File: config.mk
export PLATFORM = sky130hd
export DESIGN_NAME = csp_front
export DESIGN_NICKNAME = d
export VERILOG_FILES = /design/src/sv/csp_pkg.sv /design/src/sv/csp_front.sv
export SDC_FILE = /design/constraint.sdc
export NUM_CORES = 1
export LEC_CHECK = 0
export BUFFER_PORTS_ARGS = -buffer_cell sky130_fd_sc_hd__buf_2
export CORE_MARGIN = 3
export CORE_UTILIZATION = 34
export CTS_BUF_LIST = sky130_fd_sc_hd__clkbuf_4 sky130_fd_sc_hd__clkbuf_8
export CTS_CLUSTER_SIZE = 28
export DETAILED_ROUTE_END_ITERATION = 10
export HOLD_SLACK_MARGIN = 0.03
export PLACE_DENSITY = 0.53
export SLEW_MARGIN = 20
export SYNTH_ARGS = -nofsm -noshare
export SYNTH_HDL_FRONTEND = slang
export SYNTH_SLANG_ARGS = --single-unit
File: constraint.sdc
create_clock -name clock -period 29.3 [get_ports clock]
set_clock_uncertainty 0.05 [all_clocks]
set_input_delay 1.465 -clock clock [delete_from_list [all_inputs] [get_ports clock]]
set_output_delay 1.465 -clock clock [all_outputs]
set_load 0.02 [all_outputs]
File: src/sv/csp_pkg.sv
`default_nettype none
package csp_pkg;

   // Request kinds as carried on req_tuser
   typedef enum logic [1:0] {
      OP_LOAD  = 2'd0,
      OP_VALUE = 2'd1,
      OP_DERIV = 2'd2,
      OP_NONE  = 2'd3
   } csp_op_type;

   localparam int unsigned REQ_DATA_W = 200;
   localparam int unsigned RSP_DATA_W = 40;
   localparam int unsigned CSR_ADDR_W = 3;

   // Register indexes
   localparam logic [0:0] CSR_POINT_COUNT = 1'b0;
   localparam logic [8:0] POINT_COUNT_RST = 9'd2;

   // One queued transaction, already classified
   typedef struct packed {
      csp_op_type         op;
      logic [7:0]         entry_index;
      logic signed [31:0] knot_x;
      logic signed [31:0] coef_a;
      logic signed [31:0] coef_b;
      logic signed [31:0] coef_c;
      logic signed [31:0] coef_d;
      logic signed [31:0] query_x;
   } csp_entry_type;

endpackage
`default_nettype wire

File: src/sv/csp_front.sv
`default_nettype none
module csp_front
   import csp_pkg::*;
(
   input  wire logic                  clock,
   input  wire logic                  reset,
   input  wire logic                  req_tvalid,
   output logic                       req_tready,
   input  wire logic [REQ_DATA_W-1:0] req_tdata,
   input  wire logic [1:0]            req_tuser,
   output logic                       q_valid,
   output csp_entry_type              q_entry,
   input  wire logic                  q_pop
);

   csp_entry_type slot_ff [2];
   csp_entry_type new_entry;
   logic          wr_ptr_ff, wr_ptr_in;
   logic          rd_ptr_ff, rd_ptr_in;
   logic [1:0]    count_ff, count_in;
   logic          push;
   logic          pop;

   // Classify the request kind
   always_comb begin
      unique case (req_tuser)
         2'd0:    new_entry.op = OP_LOAD;
         2'd1:    new_entry.op = OP_VALUE;
         2'd2:    new_entry.op = OP_DERIV;
         default: new_entry.op = OP_NONE;
      endcase
      new_entry.entry_index = req_tdata[7:0];
      new_entry.knot_x      = req_tdata[39:8];
      new_entry.coef_a      = req_tdata[71:40];
      new_entry.coef_b      = req_tdata[103:72];
      new_entry.coef_c      = req_tdata[135:104];
      new_entry.coef_d      = req_tdata[167:136];
      new_entry.query_x     = req_tdata[199:168];
   end

   // Two-entry queue towards the back end
   assign req_tready = (count_ff != 2'd2);
   assign q_valid    = (count_ff != 2'd0);
   assign q_entry    = slot_ff[rd_ptr_ff];
   assign push       = req_tvalid && req_tready;
   assign pop        = q_pop && q_valid;

   always_comb begin
      wr_ptr_in = push ? ~wr_ptr_ff : wr_ptr_ff;
      rd_ptr_in = pop ? ~rd_ptr_ff : rd_ptr_ff;
      count_in  = count_ff + 2'(push) - 2'(pop);
   end

   always_ff @(posedge clock) begin
      if (reset) begin
         wr_ptr_ff <= 1'b0;
         rd_ptr_ff <= 1'b0;
         count_ff  <= 2'd0;
      end else begin
         wr_ptr_ff <= wr_ptr_in;
         rd_ptr_ff <= rd_ptr_in;
         count_ff  <= count_in;
      end
   end

   always_ff @(posedge clock) begin
      if (push) begin
         slot_ff[wr_ptr_ff] <= new_entry;
      end
   end

endmodule
`default_nettype wire

Word level (Yosys, flattened, before mapping)
Memory sizes are Yosys's and may differ from the RTL's. A register that Yosys moved wholly into a read port is not among the register bits.
Cells that the tools add are included.
W data, S select, Z words.
{"block": "totals", "mem_bits_rw": 404, "input_bits": 206, "regBits": 4, "memories": 1, "output_inout_bits": 204}
{"block": "classes", "mux": 5, "add_sub_neg": 2, "bitwise_logic": 2, "eq_ne": 3, "n_reduce_logical": 4}
{"memory": "slot_ff", "depth": 2, "width": 202, "rd": 1, "rd_ports_with_merged_regs": 1, "write_ports": 1, "line_no": "csp_front.sv:16", "rtl": "csp_entry_type slot_ff [2];"}
{"cell": "$pmux W2 S3", "count": 1}
{"cell": "$mux W1", "count": 4}
{"cell": "$add A2 B1 Y2", "count": 1}
{"cell": "$eq A2 B1 Y1 const B", "count": 1}
{"cell": "$eq A2 B2 Y1 const B", "count": 1}
{"cell": "$logic_and A1 B1 Y1", "count": 2}
{"cell": "$logic_not A2 Y1", "count": 1}
{"cell": "$ne A2 B2 Y1 const B", "count": 1}
{"cell": "$not A1 Y1", "count": 2}
{"cell": "$reduce_bool A2 Y1", "count": 1}
{"cell": "$sub A2 B1 Y2", "count": 1}

Longest topological paths before layout
Gate-level depths: netlist of the first run.
{"block": "logic_depth", "depth_word": 4, "mapped_depth": 8}

Least setup slack after synthesis of the first run
Ideal clock, no wire load.
{"block": "synth_timing", "path_kind": "input -> register", "start": "input req_tvalid", "end": "memory slot_ff[0][0] (netlist bit) (enable)", "arrival_ns": 9.930, "path_buffers": 0, "cell_stages": 2, "setup_ns": 0.768, "slack_ns": 18.553, "cell_sequence": "nand2_1 > nor2_1"}
{"block": "synth_via", "elab_chain_len": 3}
{"item": "from (decl)", "line_no": "csp_front.sv:7", "rtl": "input wire logic req_tvalid,"}
{"item": "$logic_and A1 B1 Y1", "line_no": "csp_front.sv:45", "rtl": "assign push = req_tvalid && req_tready;"}
{"item": "$mux W1", "line_no": "csp_front.sv:67", "rtl": "if (push) begin"}
{"item": "$mux W1 (not written as such)", "line_no": "csp_front.sv:68", "rtl": "slot_ff[wr_ptr_ff] <= new_entry;"}
{"item": "to (decl)", "line_no": "csp_front.sv:16"}
Every way passes these cells.

==> results.ini, run 1 <==
[die]
die_width_um = 215
die_h_um = 215
initial_core_util = 0.349
core_area_sq_um = 42600
die_area_sq_um = 46300
io_pins = 410
num_rows = 75

[yosys]
netlist_area_sq_um = 14900
synth_seq_cells = 409
synth_warnings = 0
synth_top_cells_by_area = edfxtp_1, mux2_2, buf_6
netlist.area_leader.share = 0.816
avgSynthCellArea_sq_um = 22.7
synth_cells = 655
synth_area_leader_cell = edfxtp_1
synth_seq_area_share = 0.822
syn_nets = 863
yosysUniqueCellTypes = 20

[detailed_routing]
drcViolationCount = 0
wl_met3_um = 3070
top_layer = met5
wl_met1_um = 13700
routed_via_density = 4.45
dr_wl_met2_um = 15800
vias = 7806
ant_nets = 0
wl_per_cell_um = 19.1
drtIter0Drc = 399
drt_first_pass_iters = 4
wl_um = 33500

[critical_path]
critical_path.endpoint = q_entry[154]
reg2reg_from = count_ff[0]
critical_path_required_ns = 27.78
startpoint_type = flip-flop
cp_cell_sequence = buf_4 -> mux2_2 -> buf_2
reg2reg_setup_slack_ns = 26.07
cp_slowest_cell = dfxtp_4
slowest_delay_ns = 0.88
cp-end-kind = output port
crit_fanout = 69
arrival_ns = 3.01
rr_worst_depth = 5
r2r-end = slot_ff[0][46]
critPathKind = flip-flop to output port

[final_layout]
nets = 1329
fillers = 3870
area_growth_syn_to_layout_pct = 26.9
drive_above_1_share = 0.621

[sta]
finalSetupTns_ns = 0
drv_slew = 0
relSlewSlack = 0.325
hold_viol = 0
worst_slack_ns = 24.78
period_share = 0.154
tightestPinTransition_ns = 1.01
grt_setup_unrepaired = false
finalCriticalPeriod_ns = 4.52
setup-violations-final = 0
max_freq_mhz = 221

[clocking]
cts_tree = yes
cts_hold_buf = 0
numCtsBuffers = 72
cts_setup_buffers = 0
cts_root_buffer = clkbuf_8
path_clk_slew_ns = 0.05
cts_htree_levels = 3
cts_buffer_depth = 3
worst_skew_pair.late_latency_ns = 0.58
post_cts_resized = 0
cts_sinks = 409

[grt]
grt_pass1_wl_um = 49700
grt_pass1_vias = 8370
grt_max_degree = 82
antenna_found_initial = 11
grt_use_total = 0.140
grt_overflow = 0

[flow_run]
cap_violations = 0

[power_and_ir_drop]
intPower_w = 0.00122
power_frac_clock = 0.281
cellLeakagePower_nw = 6.99
combPwrFrac = 0.279
power_density_nw_per_um2 = 94.6
seqPwrFrac = 0.440
max-vdd-ir-drop_v = 0.0000548
switchingPower_w = 0.000561
swShare = 0.314

[placed_design]
gp_congestion = 0.739
pre_cts_ws_ns = 24.99
dp_hpwl_um = 21700
io_buffers = 409

[outcome]
outcome = finished, final reports clean

[hold_path]
hold_path_class = flip-flop to flip-flop

==> power by group through the flow <==
stage	clock (W)	sequential [W]	combinational (W)
2_1_floorplan	0	0.000808	0.000358
3_3_place_gp	0	0.000795	0.000510
3_5_place_dp	0	0.000799	0.000508
4_1_cts	0.000524	0.000788	0.000511
5_1_grt	0.000548	0.000795	0.000532
6_report	0.000501	0.000786	0.000499
==> worst max-delay path: cells and delay by family (launching register included) <==
family | cells | cell delay [ns]
mux | 1 | 0.43
buf+inv | 2 | 1.04
flops | 1 | 0.88
==> routing by layer <==
metal	global-route usage	vias up
met4	0.0560	8
met1	0.170	3843
li1	-	3566
met3	0.0582	73
met5	0	-
met2	0.223	316
==> through the flow <==
stage	utilization	cells	hold slack (ns)	instance area [sq um]	total power, W
floorplan	-	655	0.431	14900	0.00117
global placement	0.410	1624	0.445	17500	0.00130
detailed placement	0.410	1624	0.456	17500	0.00131
CTS	0.442	1749	0.472	18900	0.00182
global route	0.443	1752	0.508	18900	0.00188
finish	0.443	1756	0.469	18900	0.00179
==> how the worst min path moves through the flow <==
stage	start	end	slack, ns	cells past startpoint
after detailed placement	rd_ptr_ff	rd_ptr_ff	0.46	2
final	rd_ptr_ff	flip-flop	0.47	2
after global routing	rd_ptr_ff	rd_ptr_ff	0.51	2
after CTS	rd_ptr_ff	flip-flop	0.47	2
after floorplan	rd_ptr_ff	flip-flop	0.43	2
after global placement	rd_ptr_ff	rd_ptr_ff	0.45	2
==> cell usage in the layout, fill, tap and decap left out <==
cell type	count
ha_1	2
xnor2_1	1
edfxtp_1	404
dfxtp_4	1
o21a_1	1
clkbuf_8	76
clkinv_4	1
clkinv_1	20
diode_2	7
nand2_1	1
nor2_4	1
nor3_1	1
inv_1	1
mux2_2	203
nor2_1	4
dfxtp_1	4
buf_6	2
clkinvlp_4	1
and2_1	1
nor2b_1	2
bufinv_16	2
clkbuf_4	19
or2_2	1
and3_4	1
inv_6	1
clkinv_2	5
buf_2	409
nand2b_1	1
buf_4	5
xor2_1	1
==> layout make-up <==
cell class	count	area [sq um]	area share
Antenna cell	7	17.5	0.000928
Timing Repair Buffer	416	2110	0.112
Multi-Input combinational cell	221	2410	0.128
Inverter	1	3.75	0.000199
Clock buffer	95	1190	0.0630
Sequential cell	409	12200	0.648
Tap cell	577	722	0.0383
Clock inverter	30	185	0.00981
==> cells by family (layout without fill, tap and decap cells) <==
| logic type | after synthesis | in the layout | synth area share |
|---|---|---|---|
| fa+ha+maj | 2 | 2 | 0.00168 |
| buf+inv | 25 | 542 | 0.0161 |
| xor+xnor | 2 | 2 | 0.00118 |
| flops | 409 | 409 | 0.822 |
| compound gates | 1 | 1 | 0.000505 |
| mux | 203 | 203 | 0.154 |
| other cells | 0 | 7 | 0 |
| simple gates | 13 | 13 | 0.00438 |
==> cell usage after synthesis <==
library cell / instances
and2_1: 1
buf_6: 18
nand2_1: 1
or2_2: 1
nor2_1: 5
dfxtp_1: 5
nor3_1: 1
buf_4: 2
nand2b_1: 1
o21a_1: 1
xor2_1: 1
ha_1: 2
buf_2: 2
clkbuf_1: 2
xnor2_1: 1
nor2b_1: 2
mux2_2: 203
inv_1: 1
and3_1: 1
edfxtp_1: 404
==> sequential cells by signal, summed over array words and instances (netlist names), named ones only <==
name and count:
wr_ptr_ff 1, count_ff 2, rd_ptr_ff 1, slot_ff 404
(Power assumes the default switching activity.)
==> run 2: changes to the inputs <==
- PLACE_DENSITY: 0.53 -> 0.55
- clock period: 29.3 -> 3.8 ns (I/O delays scaled with it)
==> results.ini, run 2 (synthesized netlist as in run 1, its figures left out) <==
[critical_path]
crit_fanout = 54  ; was 69
cp_cell_sequence = buf_12 -> mux2_2 -> buf_2  ; was buf_4 -> mux2_2 -> buf_2
cp-end-kind = output port  ; unchanged
arrival_ns = 2.48  ; was 3.01 ns
slowest_delay_ns = 0.85  ; was 0.88 ns
startpoint_type = flip-flop  ; unchanged
critical_path_required_ns = 3.56  ; was 27.78 ns
cp_slowest_cell = dfxtp_4  ; unchanged
crit_family = flip-flops  ; was buffers and inverters
crit_buf_inv = 2  ; unchanged
critPathKind = flip-flop to output port  ; unchanged

[sta]
drv_slew = 0  ; unchanged
grt_setup_unrepaired = false  ; unchanged
whs_ns = 0.259  ; was 0.469 ns
max_freq_mhz = 367
relSlewSlack = 0.482  ; was 0.325
tightestPinTransition_ns = 0.777  ; was 1.01 ns
period_share = 0.717
worst_slack_ns = 1.08  ; was 24.78 ns
setup-violations-final = 0  ; unchanged
finalCriticalPeriod_ns = 2.72
hold_viol = 0  ; unchanged

[final_layout]
nets = 1538  ; was 1329
area_growth_syn_to_layout_pct = 41.3  ; was 26.9%
mostFrequentLayoutCell = buf_2  ; unchanged
final_core_util = 0.493  ; was 0.443
regMostFlops = slot_ff  ; unchanged
fillers = 3651  ; was 3870
reg_top3 = slot_ff x404, count_ff x2  ; unchanged
final_cell_mix = buf_2, edfxtp_1, dlygate4sd3_1  ; was buf_2, edfxtp_1, mux2_2
layout.cells.non_filler = 1962  ; was 1756
largest_register_ffs = 404  ; unchanged
drive_above_1_share = 0.535  ; was 0.621

[clocking]
cts_sinks = 409  ; unchanged
cts_root_buffer = clkbuf_8  ; unchanged
cts_tree = yes  ; unchanged
numCtsBuffers = 70  ; was 72
post_cts_resized = 0  ; unchanged
cts_buffer_depth = 3  ; unchanged
cts_hold_buf = 205  ; was 0
cts_htree_levels = 3  ; unchanged
cts_setup_buffers = 0  ; unchanged
path_clk_slew_ns = 0.06  ; was 0.05 ns
worst_skew_pair.late_latency_ns = 0.59  ; was 0.58 ns

[flow_run]
cap_violations = 0  ; unchanged

[detailed_routing]
drt_first_pass_iters = 4  ; unchanged
vias = 8531  ; was 7806
ant_nets = 0  ; unchanged
drtIter0Drc = 374  ; was 399
wl_per_cell_um = 17.8  ; was 19.1 um
routed_via_density = 4.35  ; was 4.45
wl_um = 34900  ; was 33500 um
drcViolationCount = 0  ; unchanged

[power_and_ir_drop]
max-vdd-ir-drop_v = 0.000534  ; was 0.0000548 V
cellLeakagePower_nw = 7.88  ; was 6.99 nW
power_density_nw_per_um2 = 664  ; was 94.6 nW/um^2

[grt]
grt_use_total = 0.149  ; was 0.140
grt_pass1_wl_um = 53600  ; was 49700 um
grt_overflow = 0  ; unchanged
grt_pass1_vias = 9449  ; was 8370
antenna_found_initial = 2  ; was 11
grt_max_degree = 104  ; was 82

[outcome]
outcome = finished, final reports clean  ; unchanged

[die]
die_h_um = 215  ; unchanged
die_area_sq_um = 46300  ; unchanged
num_rows = 75  ; unchanged
io_pins = 410  ; unchanged
initial_core_util = 0.349  ; unchanged
core_area_sq_um = 42600  ; unchanged
die_width_um = 215  ; unchanged

[hold_path]
hold_path_class = input pin to flip-flop  ; was flip-flop to flip-flop

[placed_design]
gp_congestion = 0.770  ; was 0.739
placed_cells = 1630  ; was 1624
dp_hpwl_um = 21700  ; about the same
pre_cts_ws_ns = 1.67  ; was 24.99 ns
io_buffers = 409  ; unchanged

==> run 2: power breakdown <==
part / total (W) / switching [W] / leakage (nW) / internal [W]
sequential: 0.00606 / 0.000244 / 3.82 / 0.00582
clock: 0.00381 / 0.00172 / 0.700 / 0.00209
combinational: 0.00409 / 0.00243 / 3.36 / 0.00165
total: 0.0140 / 0.00440 / 7.88 / 0.00956
==> run 2: path summary, 6_finish.rpt <==
kind	start	to	slack (ns)	cells after the start
worst max-delay path	flip-flop	q_entry[49]	1.08	3
worst min-delay path	req_tdata[12]	slot_ff[0][164]	0.26	2
worst min register to register	rd_ptr_ff	flip-flop	0.47	2
worst max register to register	count_ff[0]	slot_ff[1][67]	1.78	3
==> run 2: worst reg2reg max path, stage by stage, from the launching register on <==
cell	delay (ns)
dfxtp_2	0.35
nand2b_4	0.15
and3_4	0.71
buf_4	0.43
==> run 2: area by class of cell <==
type                       count  area (sq um)  share of cell area
antenna                        1          2.50            0.000119
clock buffer                  90          1130              0.0539
clock inverter                36           223              0.0106
inverter                       1          3.75            0.000179
multi-input combinational    221          2430               0.116
sequential                   409         12200               0.582
tap                          577           722              0.0343
timing repair buffer         627          4270               0.203
==> run 2: per-stage QoR <==
step	TNS, ns	area, sq um	total power, W
floorplan	-45.18	14900	0.00885
global placement	0	17600	0.0101
detailed placement	0	17600	0.0101
CTS	0	21000	0.0142
global route	0	21000	0.0147
finish	0	21000	0.0140
==> run 2: routing by layer <==
metal	wire length, um	GRT usage	up-vias
met4	596	0.0445	2
li1	-	-	3980
met5	12	0	-
met3	2940	0.0573	49
met2	16900	0.244	328
met1	14500	0.183	4172
==> run 3: changes to the inputs <==
- clock period: 3.8 -> 2.5 ns (I/O delays scaled with it)
==> results.ini, run 3 (synthesized netlist as in run 1, its figures left out) <==
[die]
core_area_sq_um = 42600  ; unchanged
die_area_sq_um = 46300  ; unchanged
num_rows = 75  ; unchanged
initial_core_util = 0.349  ; unchanged
die_h_um = 215  ; unchanged
io_pins = 410  ; unchanged
die_width_um = 215  ; unchanged

[critical_path]
crit_fanout = 62  ; was 54
critPathKind = flip-flop to output port  ; unchanged
reg2reg_setup_slack_ns = 0.73  ; was 1.78 ns
arrival_ns = 2.13  ; was 2.48 ns
startpoint_type = flip-flop  ; unchanged
critical_path_required_ns = 2.33  ; was 3.56 ns
cp-end-kind = output port  ; unchanged

[detailed_routing]
ant_nets = 0  ; unchanged
routed_via_density = 4.38  ; was 4.35
drt_first_pass_iters = 4  ; unchanged
vias = 8639  ; was 8531
wl_per_cell_um = 18.0  ; was 17.8 um
drcViolationCount = 0  ; unchanged
drtIter0Drc = 363  ; was 374
wl_um = 35600  ; was 34900 um

[clocking]
cts_tree = yes  ; unchanged
path_clk_slew_ns = 0.06  ; about the same
numCtsBuffers = 73  ; was 70
post_cts_resized = 0  ; unchanged
cts_buffer_depth = 3  ; unchanged
cts_sinks = 409  ; unchanged
worst_skew_pair.late_latency_ns = 0.60  ; was 0.59 ns
cts_root_buffer = clkbuf_8  ; unchanged
cts_htree_levels = 3  ; unchanged

[grt]
grt_pass1_wl_um = 54700  ; was 53600 um
grt_pass1_vias = 9669  ; was 9449
grt_use_total = 0.152  ; was 0.149
grt_max_degree = 64  ; was 104
grt_overflow = 0  ; unchanged
antenna_found_initial = 2  ; unchanged

[sta]
grt_setup_unrepaired = false  ; unchanged
hold_viol = 0  ; unchanged
max_freq_mhz = 435
worst_slack_ns = 0.199  ; was 1.08 ns
period_share = 0.920
relSlewSlack = 0.723  ; was 0.482
tightestPinTransition_ns = 0.415  ; was 0.777 ns
setup-violations-final = 0  ; unchanged
finalSetupTns_ns = 0  ; unchanged
finalCriticalPeriod_ns = 2.30
drv_slew = 0  ; unchanged

[placed_design]
dp_hpwl_um = 22900  ; was 21700 um
pre_cts_ws_ns = 0.683  ; was 1.67 ns
gp_congestion = 0.768  ; was 0.770
placed_cells = 1639  ; was 1630
io_buffers = 409  ; unchanged

[power_and_ir_drop]
max-vdd-ir-drop_v = 0.000557  ; was 0.000534 V
swShare = 0.311  ; was 0.315
intPower_w = 0.0148  ; was 0.00956 W
power_frac_clock = 0.279  ; was 0.273
seqPwrFrac = 0.423  ; was 0.434
combPwrFrac = 0.298  ; was 0.293
power.total_w = 0.0215  ; was 0.0140 W
power_density_nw_per_um2 = 1020  ; was 664 nW/um^2
switchingPower_w = 0.00671  ; was 0.00440 W
cellLeakagePower_nw = 7.99  ; was 7.88 nW

[final_layout]
final_cell_mix = buf_2, edfxtp_1, dlygate4sd3_1  ; unchanged
area_growth_syn_to_layout_pct = 42.5  ; was 41.3%
seq_area_sq_um = 12200  ; unchanged
regMostFlops = slot_ff  ; unchanged
mostFrequentLayoutCell = buf_2  ; unchanged
fillers = 3646  ; was 3651
layout.cells.non_filler = 1973  ; was 1962
largest_register_ffs = 404  ; unchanged
nets = 1551  ; was 1538
drive_above_1_share = 0.543  ; was 0.535
multi_input_area_sq_um = 2430  ; unchanged
reg_top3 = slot_ff x404, count_ff x2  ; unchanged

[flow_run]
cap_violations = 0  ; unchanged

[hold_path]
hold_path_class = input pin to flip-flop  ; unchanged

[outcome]
outcome = finished, final reports clean  ; unchanged

## run 3: cell type report
class / count / share of cell area
tap: 577 / 0.0341
sequential: 409 / 0.578
multi-input combinational: 221 / 0.115
inverter: 1 / 0.000177
timing repair buffer: 637 / 0.207
antenna: 1 / 0.000118
clock buffer: 103 / 0.0586
clock inverter: 24 / 0.00833
## run 3: path summary, 6_finish.rpt
kind,startpoint,end,cells after the start
hold reg to reg,rd_ptr_ff,rd_ptr_ff,2
setup reg to reg,count_ff[0],slot_ff[1][147],3
hold / removal,req_tdata[36],slot_ff[1][188],2
setup / recovery,flip-flop,q_entry[79],3
## run 3: stage by stage
step | area [sq um] | hold WS [ns] | utilization
finish | 21200 | 0.182 | 0.497
global route | 21200 | 0.126 | 0.497
CTS | 21200 | 0.108 | 0.497
detailed placement | 17700 | 0.266 | 0.416
global placement | 17700 | 0.263 | 0.416
floorplan | 14900 | 0.139 | -
## run 3: layer usage
layer	GRT usage	routed length (um)	up-vias
met3	0.0637	3090	56
met4	0.0467	694	2
met1	0.175	14100	4241
li1	-	-	4013
met2	0.259	17700	327
met5	0	7	-
## run 3: power groups by stage
stage / Combinational, W / Sequential, W / Clock [W]
2_1_floorplan: 0.00421 / 0.00924 / 0
3_3_place_gp: 0.00621 / 0.00925 / 0
3_5_place_dp: 0.00621 / 0.00929 / 0
4_1_cts: 0.00655 / 0.00913 / 0.00627
5_1_grt: 0.00686 / 0.00922 / 0.00655
6_report: 0.00642 / 0.00912 / 0.00601
## run 3: repair_timing
| action | 4_1_cts | 5_1_grt |
|---|---|---|
| endpoints found under the hold margin | 410 | 0 |
| hold buffers | 205 | 0 |
| setup buffers | 1 | 0 |
| setup endpoints to repair | 2 | 0 |
## run 3: worst max-delay path, stage by stage (launching register included)
cell and delay [ns]:
dfxtp_4 0.52, buf_12 0.33, mux2_2 0.41, buf_2 0.17
